### src/mst_pkg.sv
`default_nettype none
package mst_pkg;
  localparam int SLOTS = 16;
  localparam int SLOT_W = 4;

  localparam logic [4:0] EV_SYN = 5'd0;
  localparam logic [4:0] EV_ABS = 5'd3;
  localparam logic [9:0] CODE_REPORT = 10'h000;
  localparam logic [9:0] CODE_SLOT = 10'h02f;
  localparam logic [9:0] CODE_X = 10'h035;
  localparam logic [9:0] CODE_Y = 10'h036;
  localparam logic [9:0] CODE_ID = 10'h039;

  localparam logic [2:0] REG_XMIN = 3'd0;
  localparam logic [2:0] REG_XMAX = 3'd1;
  localparam logic [2:0] REG_YMIN = 3'd2;
  localparam logic [2:0] REG_YMAX = 3'd3;
  localparam logic [2:0] REG_W = 3'd4;
  localparam logic [2:0] REG_H = 3'd5;
  localparam logic [2:0] REG_ROT = 3'd6;

  typedef enum logic [1:0] {
    OP_SLOT, OP_X, OP_Y, OP_ID
  } op_t;

  // Queue entry from the front end: an axis update or a frame request.
  typedef struct packed {
    logic        sync;
    op_t         op;
    logic [31:0] value;
  } cmd_t;

  typedef struct packed {
    logic [15:0] x_min;
    logic [15:0] x_max;
    logic [15:0] y_min;
    logic [15:0] y_max;
    logic [11:0] width;
    logic [11:0] height;
    logic [1:0]  rot;
  } cfg_t;

  typedef enum logic [2:0] {
    ST_IDLE, ST_SCAN, ST_DIVX, ST_DIVY, ST_EMIT
  } back_state_t;

  function automatic logic signed [15:0] sat16(input logic signed [49:0] v);
    if (v > 50'sd32767) return 16'sh7fff;
    if (v < -50'sd32768) return 16'sh8000;
    return v[15:0];
  endfunction
endpackage
`default_nettype wire

### src/mst_front.sv
`default_nettype none
module mst_front import mst_pkg::*; (
  input  wire        clk,
  input  wire        rst_n,
  input  wire        in_tvalid,
  output logic       in_tready,
  input  wire  [4:0] ev_type,
  input  wire  [9:0] ev_code,
  input  wire [31:0] ev_value,
  output logic       q_valid,
  input  wire        q_ready,
  output cmd_t       q_data
);
  // Two-entry queue; irrelevant events are dropped at the door.
  cmd_t q_r [2];
  cmd_t q_nxt_entry;
  logic [1:0] cnt_r, cnt_nxt;
  logic wr_ptr_r, rd_ptr_r;
  logic keep, push, pop;

  always_comb begin
    keep = 1'b1;
    q_nxt_entry = '{sync: 1'b0, op: OP_SLOT, value: ev_value};
    if (ev_type == EV_ABS) begin
      unique case (ev_code)
        CODE_SLOT: q_nxt_entry.op = OP_SLOT;
        CODE_X:    q_nxt_entry.op = OP_X;
        CODE_Y:    q_nxt_entry.op = OP_Y;
        CODE_ID:   q_nxt_entry.op = OP_ID;
        default:   keep = 1'b0;
      endcase
    end else if (ev_type == EV_SYN && ev_code == CODE_REPORT) begin
      q_nxt_entry.sync = 1'b1;
    end else begin
      keep = 1'b0;
    end
  end

  assign in_tready = (cnt_r != 2'd2);
  assign q_valid = (cnt_r != 2'd0);
  assign q_data = q_r[rd_ptr_r];
  assign pop = q_valid && q_ready;
  assign push = in_tvalid && in_tready && keep;

  always_comb begin
    cnt_nxt = cnt_r;
    if (push && !pop) cnt_nxt = cnt_r + 2'd1;
    else if (pop && !push) cnt_nxt = cnt_r - 2'd1;
  end

  always_ff @(posedge clk) begin
    if (!rst_n) begin
      cnt_r <= '0;
      wr_ptr_r <= 1'b0;
      rd_ptr_r <= 1'b0;
    end else begin
      cnt_r <= cnt_nxt;
      if (push) wr_ptr_r <= ~wr_ptr_r;
      if (pop) rd_ptr_r <= ~rd_ptr_r;
    end
    if (push) q_r[wr_ptr_r] <= q_nxt_entry;
  end
endmodule
`default_nettype wire

### src/mst_div.sv
`default_nettype none
module mst_div import mst_pkg::*; (
  input  wire               clk,
  input  wire               rst_n,
  input  wire               start,
  input  wire signed [49:0] num,
  input  wire signed [17:0] den,
  output logic              done,
  output logic signed [49:0] quot
);
  // Restoring divide on magnitudes, one quotient bit per cycle, truncating.
  logic [49:0] q_r, q_nxt;
  logic [49:0] rem_r, rem_nxt;
  logic [16:0] d_r;
  logic neg_r, busy_r;
  logic [5:0] cnt_r;
  logic [50:0] trial;
  logic [49:0] anum;
  logic [17:0] aden;

  assign anum = num[49] ? 50'(-num) : num;
  assign aden = den[17] ? 18'(-den) : den;
  assign trial = {rem_r, q_r[49]} - {34'd0, d_r};

  always_comb begin
    if (!trial[50]) begin
      rem_nxt = trial[49:0];
      q_nxt = {q_r[48:0], 1'b1};
    end else begin
      rem_nxt = {rem_r[48:0], q_r[49]};
      q_nxt = {q_r[48:0], 1'b0};
    end
  end

  always_ff @(posedge clk) begin
    if (!rst_n) begin
      busy_r <= 1'b0;
      done <= 1'b0;
      cnt_r <= '0;
    end else begin
      done <= busy_r && !start && (cnt_r == 6'd1);
      if (start) begin
        busy_r <= 1'b1;
        cnt_r <= 6'd50;
      end else if (busy_r) begin
        cnt_r <= cnt_r - 6'd1;
        if (cnt_r == 6'd1) busy_r <= 1'b0;
      end
    end
    if (start) begin
      q_r <= anum;
      rem_r <= '0;
      d_r <= aden[16:0];
      neg_r <= num[49] ^ den[17];
    end else if (busy_r) begin
      q_r <= q_nxt;
      rem_r <= rem_nxt;
    end
  end

  assign quot = neg_r ? 50'(-q_r) : q_r;
endmodule
`default_nettype wire

### src/mst_back.sv
`default_nettype none
module mst_back import mst_pkg::*; (
  input  wire        clk,
  input  wire        rst_n,
  input  cfg_t       cfg,
  input  wire        q_valid,
  output logic       q_ready,
  input  cmd_t       q_data,
  output logic       out_tvalid,
  input  wire        out_tready,
  output logic [68:0] out_payload,
  output logic       out_last
);
  logic [31:0] sel_r;
  logic [31:0] sx_r [SLOTS];
  logic [31:0] sy_r [SLOTS];
  logic [31:0] sid_r [SLOTS];
  logic [SLOTS-1:0] act_r;

  back_state_t st_r, st_nxt;
  logic [SLOT_W-1:0] idx_r;
  logic any_r;
  logic signed [15:0] px_r, py_r;
  logic signed [15:0] ox_r, oy_r;
  logic oval_r, olast_r;
  logic [SLOT_W-1:0] oslot_r;
  logic [31:0] oid_r;
  logic ovalid_r;

  // Divider operands for the current slot and axis.
  logic div_start, div_done;
  logic signed [49:0] div_num, div_q;
  logic signed [17:0] div_den;
  logic signed [33:0] dxx, dyy, rxx, ryy;
  logic pass, ax_y_src, ax_y_compl, bx_y_src, bx_y_compl;
  logic signed [33:0] d_sel, r_sel;
  logic signed [13:0] size_sel;
  logic compl_sel, src_y;
  logic signed [15:0] term16;
  logic [SLOTS-1:0] later;
  logic emit_go;

  mst_div u_div (.clk(clk), .rst_n(rst_n), .start(div_start), .num(div_num),
    .den(div_den), .done(div_done), .quot(div_q));

  assign pass = (cfg.width == 12'd0) || (cfg.height == 12'd0);
  assign dxx = $signed(sx_r[idx_r]) - $signed({18'd0, cfg.x_min});
  assign dyy = $signed(sy_r[idx_r]) - $signed({18'd0, cfg.y_min});
  assign rxx = $signed({18'd0, cfg.x_max}) - $signed({18'd0, cfg.x_min});
  assign ryy = $signed({18'd0, cfg.y_max}) - $signed({18'd0, cfg.y_min});

  // Screen X uses Y input for rotations 90/270; complement per rotation.
  assign ax_y_src = cfg.rot[0];
  assign ax_y_compl = (cfg.rot == 2'd2) || (cfg.rot == 2'd3);
  assign bx_y_src = !cfg.rot[0];
  assign bx_y_compl = (cfg.rot == 2'd1) || (cfg.rot == 2'd2);

  always_comb begin
    src_y = (st_r == ST_DIVX) ? ax_y_src : bx_y_src;
    compl_sel = (st_r == ST_DIVX) ? ax_y_compl : bx_y_compl;
    size_sel = (st_r == ST_DIVX) ? $signed({2'b0, cfg.width}) : $signed({2'b0, cfg.height});
    d_sel = src_y ? dyy : dxx;
    r_sel = src_y ? ryy : rxx;
    div_num = 50'(size_sel * (compl_sel ? (r_sel - d_sel) : d_sel));
    div_den = r_sel[17:0];
  end

  always_comb begin
    for (int i = 0; i < SLOTS; i++) later[i] = act_r[i] && (SLOT_W'(i) > idx_r);
  end

  always_comb begin
    if (r_sel == 34'sd0) term16 = compl_sel ? $signed({4'd0, size_sel[11:0]}) : 16'sd0;
    else term16 = sat16(div_q);
  end

  logic div_pending_r;
  assign q_ready = (st_r == ST_IDLE);
  assign div_start = (st_r == ST_DIVX || st_r == ST_DIVY) && !div_pending_r && !pass
                     && r_sel != 34'sd0;
  assign emit_go = (st_r == ST_EMIT) && (!ovalid_r || out_tready);

  always_comb begin
    st_nxt = st_r;
    unique case (st_r)
      ST_IDLE: if (q_valid && q_data.sync) st_nxt = ST_SCAN;
      ST_SCAN: if (act_r[idx_r]) st_nxt = ST_DIVX;
               else if (idx_r == SLOT_W'(SLOTS-1) && any_r) st_nxt = ST_IDLE;
               else if (idx_r == SLOT_W'(SLOTS-1)) st_nxt = ST_EMIT;
      ST_DIVX: if (pass || r_sel == 34'sd0 || div_done) st_nxt = ST_DIVY;
      ST_DIVY: if (pass || r_sel == 34'sd0 || div_done) st_nxt = ST_EMIT;
      ST_EMIT: if (!ovalid_r || out_tready) st_nxt =
                 (!act_r[idx_r] || later == '0) ? ST_IDLE : ST_SCAN;
      default: st_nxt = ST_IDLE;
    endcase
  end

  // Points are staged in px/py so a stalled beat keeps its data while the next
  // slot is mapped; the emit state copies them once the output register is free.
  always_ff @(posedge clk) begin
    if (!rst_n) begin
      st_r <= ST_IDLE;
      sel_r <= '0;
      act_r <= '0;
      idx_r <= '0;
      any_r <= 1'b0;
      ovalid_r <= 1'b0;
      div_pending_r <= 1'b0;
      for (int i = 0; i < SLOTS; i++) begin
        sx_r[i] <= '0; sy_r[i] <= '0; sid_r[i] <= '0;
      end
    end else begin
      st_r <= st_nxt;
      if (emit_go) ovalid_r <= 1'b1;
      else if (out_tready) ovalid_r <= 1'b0;
      if (st_r != st_nxt) div_pending_r <= 1'b0;
      else if (div_start) div_pending_r <= 1'b1;
      unique case (st_r)
        ST_IDLE: begin
          idx_r <= '0;
          any_r <= 1'b0;
          if (q_valid && !q_data.sync) begin
            if (q_data.op == OP_SLOT) sel_r <= q_data.value;
            else if (sel_r < 32'(SLOTS)) begin
              case (q_data.op)
                OP_X: sx_r[sel_r[SLOT_W-1:0]] <= q_data.value;
                OP_Y: sy_r[sel_r[SLOT_W-1:0]] <= q_data.value;
                OP_ID: if (q_data.value == 32'hffffffff) act_r[sel_r[SLOT_W-1:0]] <= 1'b0;
                       else begin
                         act_r[sel_r[SLOT_W-1:0]] <= 1'b1;
                         sid_r[sel_r[SLOT_W-1:0]] <= q_data.value;
                       end
                default: ;
              endcase
            end
          end
        end
        ST_SCAN: if (!act_r[idx_r] && idx_r != SLOT_W'(SLOTS-1)) idx_r <= idx_r + 1'b1;
        ST_DIVX: if (st_nxt != st_r)
                   px_r <= pass ? sat16(50'($signed(sx_r[idx_r]))) : term16;
        ST_DIVY: if (st_nxt != st_r)
                   py_r <= pass ? sat16(50'($signed(sy_r[idx_r]))) : term16;
        ST_EMIT: if (emit_go) begin
          oval_r <= act_r[idx_r];
          oslot_r <= act_r[idx_r] ? idx_r : '0;
          oid_r <= act_r[idx_r] ? sid_r[idx_r] : '0;
          ox_r <= act_r[idx_r] ? px_r : 16'sd0;
          oy_r <= act_r[idx_r] ? py_r : 16'sd0;
          olast_r <= !act_r[idx_r] || (later == '0);
          any_r <= 1'b1;
          if (idx_r != SLOT_W'(SLOTS-1)) idx_r <= idx_r + 1'b1;
        end
        default: ;
      endcase
    end
  end

  assign out_tvalid = ovalid_r;
  assign out_payload = {oy_r, ox_r, oid_r, oslot_r, oval_r};
  assign out_last = olast_r;
endmodule
`default_nettype wire

### src/multitouch_slot_tracker.sv
`default_nettype none
// Channel | Beat fields (low bit first)                           | Handshake
// in      | tuser: event_type, event_code; tdata: event_value     | in_tvalid/in_tready
// out     | tuser: point_valid; tdata: slot, id, screen_x,        | out_tvalid/out_tready
//         | screen_y, pad; tlast: frame_last                      |
// cfg     | index 0..6, data 16 bits                              | cfg_we
// An axis beat leaves the two-entry queue while the back end is idle.
// A sync beat costs an idle state, a scan state per slot visited and an emit
// state per point, plus two 50-step divides per active slot; an axis that passes
// raw values through or has a zero range skips its divide.
// Reset is synchronous, active low; slot table cleared, max range regs to 4095, min regs to 0.
// Input stalls when the queue is full while a frame is walked; output stalls hold
// the emit state and, through it, the queue.
module multitouch_slot_tracker import mst_pkg::*; (
  input  wire         clk,
  input  wire         rst_n,
  input  wire         in_tvalid,
  output logic        in_tready,
  input  wire  [14:0] in_tuser,   // event_type[4:0], event_code[14:5]
  input  wire  [31:0] in_tdata,   // event_value
  input  wire         out_tready,
  output logic        out_tvalid,
  output logic        out_tuser,  // point_valid
  output logic [71:0] out_tdata,  // slot_number, contact_id, screen_x, screen_y, pad
  output logic        out_tlast,  // frame_last
  input  wire         cfg_we,
  input  wire   [2:0] cfg_index,
  input  wire  [15:0] cfg_data
);
  cfg_t cfg_r;
  logic q_valid, q_ready;
  cmd_t q_data;
  logic [68:0] payload;

  always_ff @(posedge clk) begin
    if (!rst_n) begin
      cfg_r <= '{x_min: 16'd0, x_max: 16'd4095, y_min: 16'd0, y_max: 16'd4095,
                 width: 12'd0, height: 12'd0, rot: 2'd0};
    end else if (cfg_we) begin
      case (cfg_index)
        REG_XMIN: cfg_r.x_min <= cfg_data;
        REG_XMAX: cfg_r.x_max <= cfg_data;
        REG_YMIN: cfg_r.y_min <= cfg_data;
        REG_YMAX: cfg_r.y_max <= cfg_data;
        REG_W:    cfg_r.width <= cfg_data[11:0];
        REG_H:    cfg_r.height <= cfg_data[11:0];
        REG_ROT:  cfg_r.rot <= cfg_data[1:0];
        default: ;
      endcase
    end
  end

  mst_front u_front (.clk(clk), .rst_n(rst_n), .in_tvalid(in_tvalid), .in_tready(in_tready),
    .ev_type(in_tuser[4:0]), .ev_code(in_tuser[14:5]), .ev_value(in_tdata),
    .q_valid(q_valid), .q_ready(q_ready), .q_data(q_data));

  mst_back u_back (.clk(clk), .rst_n(rst_n), .cfg(cfg_r), .q_valid(q_valid),
    .q_ready(q_ready), .q_data(q_data), .out_tvalid(out_tvalid), .out_tready(out_tready),
    .out_payload(payload), .out_last(out_tlast));

  assign out_tuser = payload[0];
  assign out_tdata = {4'd0, payload[68:1]};
endmodule
`default_nettype wire

### config.mk
export PLATFORM = sky130hd
export DESIGN_NAME = multitouch_slot_tracker
export DESIGN_NICKNAME = d
export VERILOG_FILES = /design/src/mst_pkg.sv /design/src/mst_front.sv /design/src/mst_div.sv /design/src/mst_back.sv /design/src/multitouch_slot_tracker.sv
export SDC_FILE = /design/constraint.sdc
export NUM_CORES = 2
export LEC_CHECK = 0
export BUFFER_PORTS_ARGS = -buffer_cell sky130_fd_sc_hd__buf_2
export CORE_ASPECT_RATIO = 0.75
export CORE_MARGIN = 1
export CORE_UTILIZATION = 52
export CTS_CLUSTER_DIAMETER = 50
export CTS_CLUSTER_SIZE = 30
export DETAILED_ROUTE_END_ITERATION = 8
export PLACE_DENSITY = 0.68
export SYNTH_ARGS = -nofsm -noshare
export SYNTH_HDL_FRONTEND = slang
export SYNTH_SLANG_ARGS = --single-unit
### constraint.sdc
create_clock -name clk -period 35.8 [get_ports clk]
set_input_delay 5.37 -clock clk [delete_from_list [all_inputs] [get_ports clk]]
set_output_delay 5.37 -clock clk [all_outputs]
set_load 0.02 [all_outputs]
==> reports/results.ini <==
[logic_synthesis]
async_flop_share_pct=0
synth_area_sq_um=109000
synth.distinct_cells=93
netlist_instances=9355
synth_seq_cells=1991
synth_largest_area_cell=edfxtp_1
synthFlopType=edfxtp_1
seq_area_frac_synth_pct=52.7
synth.avg_cell_area_sq_um=11.7
synth.area.top_cells=edfxtp_1 (49%), mux4_2 (9.8%), fa_1 (6.9%)
ys_warn_count=0
synth_edf_count=1776
synth.top_cell.area_share_pct=48.8

[clock_network]
htreeDepth=4
cts_setup_buffers=0
cts_sinks=1991
cts_root_buf=clkbuf_16
numCtsBuffers=152
clock_latency_ns=0.86
path_clk_slew_ns=0.09
cts.repair.resized=0
cts_tree=done
clock_path_buffers=4
hold_buffers=0

[pwr]
p_sw_share_pct=30.7
p_int_mw=3.90
pwr-share-clk_pct=33.4
power.density_nw_per_um2=47.4
power.share.sequential_pct=47.2
p_sw_mw=1.72
leakage_nw=44.3
ir_drop_uv=58.3
combPwrFrac_pct=19.4

[setup_path]
critPathMaxStageDelay_ns=0.97
startpoint_type=flip-flop
cp_max_fo=50
cp.required_ns=36.34
rrSetupSlack_ns=19.21
r2r-end=u_back.u_div.q_r[32]$_DFFE_PP_
crit_top_cell=fa_1
critPathKind=reg2reg
reg2reg_depth=47
cp-end-kind=flip-flop
crit_slowest_cell=xor2_4
crit_arrival_ns=17.13

[floorplanning]
initial_core_util_pct=52.4
die_x_um=532
ios=147
dieArea_sq_um=212000
core_area_sq_um=209000
rows=145
die_h_um=399

[route]
wl_mm=337
drcViolationCount=0
vias_per_cell=6.35
wl_per_cell_um=27.9
drtIter0Drc=10500
vias=76800
first_pass_iters=6
antenna_left=0

[job]
maxCapViolations=1

[finish]
fin_util_pct=56.9
drive_gt1_share_pct=13.5
design_area_sq_um=119000
final_nets=9848
fill_cells=17000
layout_commonest_cell=nor2_1
area_growth_pct=8.56
final_cells=12100
layout_common_cells=nor2_1 (1,932), edfxtp_1 (1,776), nand2_1 (731)
seqCellArea_sq_um=57700
multi_input_area_sq_um=47600

[global_routing]
grt_overflow_total=0
grt.total_usage_pct=31.7
grt_pass1_vias=74800
grt_max_degree=104
antenna_found_initial=28
grt_pass1_wl_mm=496

[place]
dp_cells=11800
placed_area_sq_um=113000
place_congestion=0.964
io_buffers=142
dp_hpwl_mm=217
place_ws_ns=19.55

[sta]
clock_skew_ns=0.0852
report.final.hold_viol_count=0
finalCritPeriodShare_pct=46.3
period_needed_ns=16.59
fin_ws_ns=19.21
maxSlewViolCount=2
slew_headroom_pct=-1.92
setup_viol=0
worstMarginPinSlew_ns=1.51
fmax_ghz=0.0603
rsz0062_at_grt=false
tns_ns=0

[outcome]
status=complete, but fails checks
violations=capacitance limit, slew limit

[worst_hold_path]
hp-class=reg2reg
min-delay-start=cfg_r[82]$_SDFFE_PN0P_
holdPathEnd=cfg_r[82]$_SDFFE_PN0P_
hold_depth=2

## cells by family (layout without fill, tap and decap cells)
logic type	count (synthesis)	after routing	synth area share (%)
AO/OA/AOI/OAI	1127	1127	6.54
XOR/XNOR	278	278	2.23
adder cells (fa/ha/maj)	608	608	9.53
buffers and inverters	1280	1207	4.48
flip-flops	1991	1991	52.7
multiplexers	594	594	10.9
other	1	12	0.00343
AND/OR/NAND/NOR	3476	3476	13.6
## layout make-up
cell class / instances / area share [%]
multi-input cells: 6087 / 40.1
flip-flops and latches: 1991 / 48.6
repair buffers: 352 / 1.95
inverters: 586 / 1.86
diodes: 8 / 0.0169
clock buffers: 165 / 3.33
clock inverters: 104 / 1.25
well taps: 2793 / 2.94
## routing by layer
metal	vias up	GRT usage, %	part of all wire, %
li1	32600	-	-
met1	38600	43.8	39
met2	4948	48.9	45
met3	740	7.32	12
met4	10	12.5	4.5
met5	-	0	0.020
## Yosys cell counts, drive strengths merged, types with 32 or more instances
| library cell | number |
|---|---|
| o21ai | 276 |
| mux4 | 474 |
| buf | 81 |
| nor3 | 121 |
| fa | 376 |
| nand3 | 92 |
| mux2i | 102 |
| nand2 | 759 |
| a211oi | 85 |
| nor2 | 1937 |
| or3 | 54 |
| a31oi | 39 |
| and2 | 139 |
| nor4 | 60 |
| ha | 231 |
| nand2b | 69 |
| clkbuf | 613 |
| o211ai | 35 |
| xnor2 | 170 |
| a21o | 65 |
| a21oi | 336 |
| inv | 586 |
| edfxtp | 1776 |
| nor2b | 74 |
| dfxtp | 215 |
| nand4 | 41 |
| xor2 | 108 |
| o21a | 43 |
| o31ai | 32 |
## through the flow
step | total power [mW] | hold slack [ns]
floorplan | 3.42 | 0.433
global placement | 3.75 | 0.441
detailed placement | 3.77 | 0.448
CTS | 5.62 | 0.457
global route | 5.80 | 0.474
finish | 5.62 | 0.457
## how the worst max path moves through the flow
| stage | start | endpoint | slack, ns | depth (start not counted) |
|---|---|---|---|---|
| finish | flip-flop | u_back.u_div.q_r[32]$_DFFE_PP_ | 19.21 | 47 |
| global route | flip-flop | u_back.u_div.q_r[32]$_DFFE_PP_ | 18.26 | 45 |
| CTS | flip-flop | u_back.u_div.q_r[32]$_DFFE_PP_ | 19.48 | 45 |
| detailed placement | flip-flop | u_back.u_div.q_r[32]$_DFFE_PP_ | 19.55 | 45 |
| global placement | flip-flop | u_back.u_div.q_r[32]$_DFFE_PP_ | 19.93 | 45 |
| floorplan | flip-flop | u_back.u_div.q_r[18]$_DFFE_PP_ | 21.17 | 59 |
## worst max-delay path, delay by kind of cell (launching register included)
kind | cells | cell delay, ns
adders and majority gates | 9 | 3.47
xor gates and xnor gates | 3 | 1.36
DFF | 1 | 0.71
and+or+nand+nor | 8 | 1.77
buffers and inverters | 8 | 1.88
muxes | 4 | 1.43
AOI/OAI and AO/OA | 15 | 5.53
## registers in the layout, indices dropped and copies added (netlist names), 17 cells and up, named ones only
register	cells
cfg_r	90
u_back.oid_r	32
u_back.sel_r	32
u_back.sid_r	512
u_back.sx_r	512
u_back.sy_r	512
u_back.u_div.d_r	17
u_back.u_div.q_r	50
u_back.u_div.rem_r	50
u_front.q_r	70
## power groups by stage
stage          clock, mW  combinational [mW]  sequential [mW]
2_1_floorplan          0               0.740             2.68
4_1_cts             1.90                1.07             2.65
3_5_place_dp           0                1.07             2.71
5_1_grt             1.97                1.17             2.66
6_report            1.88                1.09             2.65
3_3_place_gp           0                1.05             2.70
Note: power is estimated with default switching activity, not from simulation.
